$ cat src/sccrt_pkg.sv
// shared types, constants and helper functions for the swept circle collision core
`default_nettype none

package sccrt_pkg;

    localparam int STEPS = 6;
    localparam int FB = STEPS + 1;
    localparam int QDEPTH = 4;
    localparam int QAW = $clog2(QDEPTH);
    localparam logic [15:0] NORM_ONE = 16'd16384;

    typedef logic signed [23:0] coord_t;
    typedef logic [22:0] len_t;
    typedef logic signed [24:0] pos_t;
    typedef logic signed [25:0] vec_t;
    typedef logic [51:0] sq_t;
    typedef logic [45:0] r2_t;
    typedef logic [FB-1:0] frac_t;

    typedef struct packed {
        coord_t ball_x;
        coord_t ball_y;
        len_t radius;
        coord_t move_x;
        coord_t move_y;
        coord_t box_left;
        coord_t box_top;
        len_t box_width;
        len_t box_height;
    } in_item_t;

    typedef struct packed {
        coord_t bx;
        coord_t by;
        coord_t mx;
        coord_t my;
        coord_t l;
        coord_t t;
        pos_t r;
        pos_t b;
        r2_t r2;
        frac_t scal;
        frac_t best;
        logic found;
        vec_t cvx;
        vec_t cvy;
        logic end_free;
        logic start_free;
        vec_t svx;
        vec_t svy;
    } ctx_t;

    typedef struct packed {
        logic hit;
        logic [6:0] hit_time;
        vec_t vx;
        vec_t vy;
    } q_item_t;

    typedef struct packed {
        logic hit;
        logic [6:0] hit_time;
        logic signed [15:0] normal_x;
        logic signed [15:0] normal_y;
    } res_t;

    // offset from the nearest box point to p along one axis
    function automatic vec_t near_diff(pos_t p, pos_t lo, pos_t hi);
        pos_t c;
        c = p;
        if (p < lo) begin
            c = lo;
        end else if (p > hi) begin
            c = hi;
        end
        return vec_t'(p) - vec_t'(c);
    endfunction

    function automatic sq_t sq_mag(vec_t d);
        logic [25:0] m;
        m = d[25] ? $unsigned(-d) : $unsigned(d);
        return m * m;
    endfunction

    // centre plus floor(move * fraction)
    function automatic pos_t step_pos(coord_t b, coord_t m, frac_t s);
        logic signed [24+FB:0] p;
        p = m * $signed({1'b0, s});
        return pos_t'(b) + $signed(p[FB+24:FB]);
    endfunction

endpackage

`default_nettype wire

$ cat src/sccrt_queue.sv
// short queue between the classification front and the normalization back
`default_nettype none

module sccrt_queue import sccrt_pkg::*; (
    input  wire logic    aclk,
    input  wire logic    aresetn,
    input  wire logic    push,
    input  wire q_item_t din,
    output logic         full,
    input  wire logic    pop,
    output q_item_t      dout,
    output logic         empty
);

    q_item_t mem_reg [0:QDEPTH-1];
    logic [QAW-1:0] wp_reg, rp_reg;
    logic [QAW:0] cnt_reg;

    assign full = cnt_reg == (QAW+1)'(QDEPTH);
    assign empty = cnt_reg == '0;
    assign dout = mem_reg[rp_reg];

    always_ff @(posedge aclk) begin
        if (!aresetn) begin
            wp_reg <= '0;
            rp_reg <= '0;
            cnt_reg <= '0;
        end else begin
            if (push) begin
                wp_reg <= wp_reg + 1'b1;
            end
            if (pop) begin
                rp_reg <= rp_reg + 1'b1;
            end
            if (push && !pop) begin
                cnt_reg <= cnt_reg + 1'b1;
            end else if (pop && !push) begin
                cnt_reg <= cnt_reg - 1'b1;
            end
        end
    end

    always_ff @(posedge aclk) begin
        if (push) begin
            mem_reg[wp_reg] <= din;
        end
    end

endmodule

`default_nettype wire

$ cat config.mk
export PLATFORM = sky130hd
export DESIGN_NAME = sccrt_queue
export DESIGN_NICKNAME = d
export VERILOG_FILES = /design/src/sccrt_pkg.sv /design/src/sccrt_queue.sv
export SDC_FILE = /design/constraint.sdc
export NUM_CORES = 1
export LEC_CHECK = 0
export ABC_AREA = 1
export ABC_CLOCK_PERIOD_IN_PS = 2700
export BUFFER_PORTS_ARGS = -buffer_cell sky130_fd_sc_hd__buf_4
export CAP_MARGIN = 10
export CORE_ASPECT_RATIO = 0.5
export CORE_UTILIZATION = 42
export CTS_CLUSTER_DIAMETER = 120
export DETAILED_ROUTE_END_ITERATION = 7
export PLACE_DENSITY = 0.64
export SLEW_MARGIN = 20
export SYNTH_ARGS = -nofsm -noshare
export SYNTH_HDL_FRONTEND = slang
export SYNTH_SLANG_ARGS = --single-unit
$ cat constraint.sdc
create_clock -name aclk -period 2.7 [get_ports aclk]
set_input_delay 0.54 -clock aclk [delete_from_list [all_inputs] [get_ports aclk]]
set_output_delay 0.54 -clock aclk [all_outputs]
set_load 0.01 [all_outputs]
==> metrics.md <==
| Metric | Value |
|---|---|
| Outcome | `complete, no violations` |
| Min-Delay Path Class | `input port to register` |
| DRT iter0 DRCs | `392` |
| Clock sink total | `249` |
| I/O Pins | `126` |
| Worst vdd ir | `0.315 mV` |
| Synth top area share | `0.758` |
| Async S/R FF share, synth | `0` |
| YS warnings | `0` |
| Die Width | `215 um` |
| Vias per inst | `5.03` |
| CP arrival | `1.93 ns` |
| H-tree depth | `1` |
| Post-Syn Area per Cell | `14.9 um^2` |
| Setup WS post-layout | `0.230 ns` |
| Area grow syn2layout | `21.2%` |
| Post-synth EDFFs | `240` |
| Leading area contributor after synthesis | `edfxtp_1` |
| Post-route ant nets | `0` |
| Largest fanout on the critical path | `120` |
| GRT overflow | `0` |
| Filler cells | `1,807` |
| Worst EP required | `2.16 ns` |
| Site Rows | `38` |
| Largest net degree at the start of global routing | `121` |
| Die Ht | `108 um` |
| Routability cong. | `0.704` |
| Crit Path Category | `register to output port` |
| Clock latency reported for the late side of the worst-skew pair | `0.50 ns` |
| Syn Inst Count | `638` |
| Number of synthesized register bits | `249` |
| Hold_ws | `0.229 ns` |
| Drt wl/cell | `17.8 um` |
| Tot GR Track Use | `0.164` |
| Final HPWL DP | `10.3 mm` |
| WHS Path Cells | `1` |
| Yosys cell types | `21` |
| # port buffers | `125` |
| Place WS | `0.744 ns` |
| Nets | `832` |
| Core area | `21,900 um^2` |
| PwrDens | `744 nW/um^2` |
| Max-cap violations | `0` |
| Layout cells sized above 1 | `0.281` |
| CTS max path bufs | `3` |
| Number of setup buffers added after CTS | `0` |
| Synthesized Nets | `708` |
| Starting density of the core | `0.434` |
| Post-Syn Area | `9510 um^2` |
| Sequential area share after synthesis | `0.777` |
| Fin area | `11,500 um^2` |
| Dpl cell area | `10,800 um^2` |
| Maximum operating frequency | `405 MHz` |
| Non-filler instance count after layout | `1,078` |
| Clock Root Buffer | `clkbuf_16` |
| Via count | `5,424` |
| CP Launch Type | `register` |
| Slew @ Worst Pin | `0.517 ns` |
| Worst r2r path cells | `5` |
| Final setup violation count | `0` |
| Most numerous cell in the Yosys netlist | `edfxtp_1` |
| Max Slew Vio Count | `0` |
| Ys flop type | `edfxtp_1` |
| Die footprint | `23,300 um^2` |
| Min cycle time layout | `2.47 ns` |
| Initial antenna violation count | `0` |
| CTS Buf Count | `22` |
| Vias in the first global route | `5,478` |
| Max reg flops | `240` |
| Post-Route WL | `19.2 mm` |
| # diodes | `0` |
| Synth area leaders | `edfxtp_1 (76%), o21ai_0 (4.5%), nor2_1 (4.1%)` |
| Pre-antenna DRT Iters | `4` |
| Fin Clk Skew | `0.0161 ns` |
| Leak pwr | `4.03 nW` |
| Final Hold Fails | `0` |
| Fin crit share | `0.915` |
| Max-slew headroom | `0.656` |
| Clock Pin Slew Worst Setup and Hold Paths | `0.07 ns` |
| Post-synth top cells | `edfxtp_1 (240), nor2_1 (105), o21ai_0 (86)` |
| First-pass GRT wire length | `29.5 mm` |
| TritonCTS clock tree | `built` |
| Crit. End Element | `output port` |
| Post_cts resized | `0` |
| RSZ-0062 raised after global routing | `false` |
| Placed cells | `1,038` |
| Fin Setup TNS | `0 ns` |
| Drt drc | `0` |
| Hold_buf cts | `0` |
==> per-layer routing <==
metal / GRT usage / up-vias / wire length [um] / share of wire
met4: 0.0372 / 0 / 294 / 0.015
li1: - / 2644 / - / -
met5: 0 / - / 0 / 0
met1: 0.215 / 2649 / 8470 / 0.44
met2: 0.283 / 108 / 9590 / 0.50
met3: 0.0349 / 23 / 866 / 0.045
==> path summary, 6_finish.rpt <==
path	start	to	slack, ns
hold / removal	din[12]	mem_reg[2][12]	0.23
setup reg to reg	wp_reg[0]	mem_reg[0][57]	1.25
setup / recovery	register	dout[9]	0.23
hold reg to reg	rp_reg[1]	register	0.49
==> per-stage QoR <==
stage          utilization  total power (W)
2_1_floorplan            -          0.00501
5_1_grt              0.526          0.00890
4_1_cts              0.526          0.00866
3_3_place_gp         0.492          0.00544
3_5_place_dp         0.492          0.00546
6_report             0.526          0.00857
==> cells in the final DEF, fill, tap and decap left out, types with 4 or more instances in the layout <==
master	netlist	final
inv_2	1	5
clkbuf_1	23	5
nor2_1	105	105
inv_1	16	11
a21oi_1	4	4
nor2_2	20	20
dfxtp_1	9	7
clkinv_2	0	4
edfxtp_1	240	240
nand2_1	9	9
o21ai_0	86	86
ha_1	5	5
buf_12	0	8
o22ai_2	20	20
clkbuf_16	0	23
o22ai_1	40	40
o21ai_1	40	40
buf_4	0	130
==> where the power goes <==
group | switching, W | internal (W) | total (W)
sequential | 0.0000406 | 0.00441 | 0.00445
clock | 0.00133 | 0.00188 | 0.00321
combinational | 0.000537 | 0.000379 | 0.000916
total | 0.00190 | 0.00667 | 0.00857
==> worst max-delay path, cell delays in order, from the launching register on <==
cell	delay [ns]
dfxtp_4	0.37
buf_12	0.41
o21ai_0	0.17
o22ai_1	0.28
buf_4	0.18
==> cells by family after synthesis <==
family                   Yosys count  share of synthesized area
AND/OR/NAND/NOR                  138                     0.0604
flip-flops                       249                      0.777
AO/OA/AOI/OAI                    190                      0.121
buffers and inverters             55                     0.0328
adder cells (fa/ha/maj)            6                    0.00869
==> final cells by class <==
class	instances	area (um^2)	share of cell area
Multi-Input combinational cell	334	1810	0.157
Tap cell	300	375	0.0326
Clock inverter	11	134	0.0116
Clock buffer	29	608	0.0528
Inverter	17	66.3	0.00576
Sequential cell	249	7390	0.642
Timing Repair Buffer	138	1140	0.0986
No activity file was read; power rests on OpenSTA's default activity.
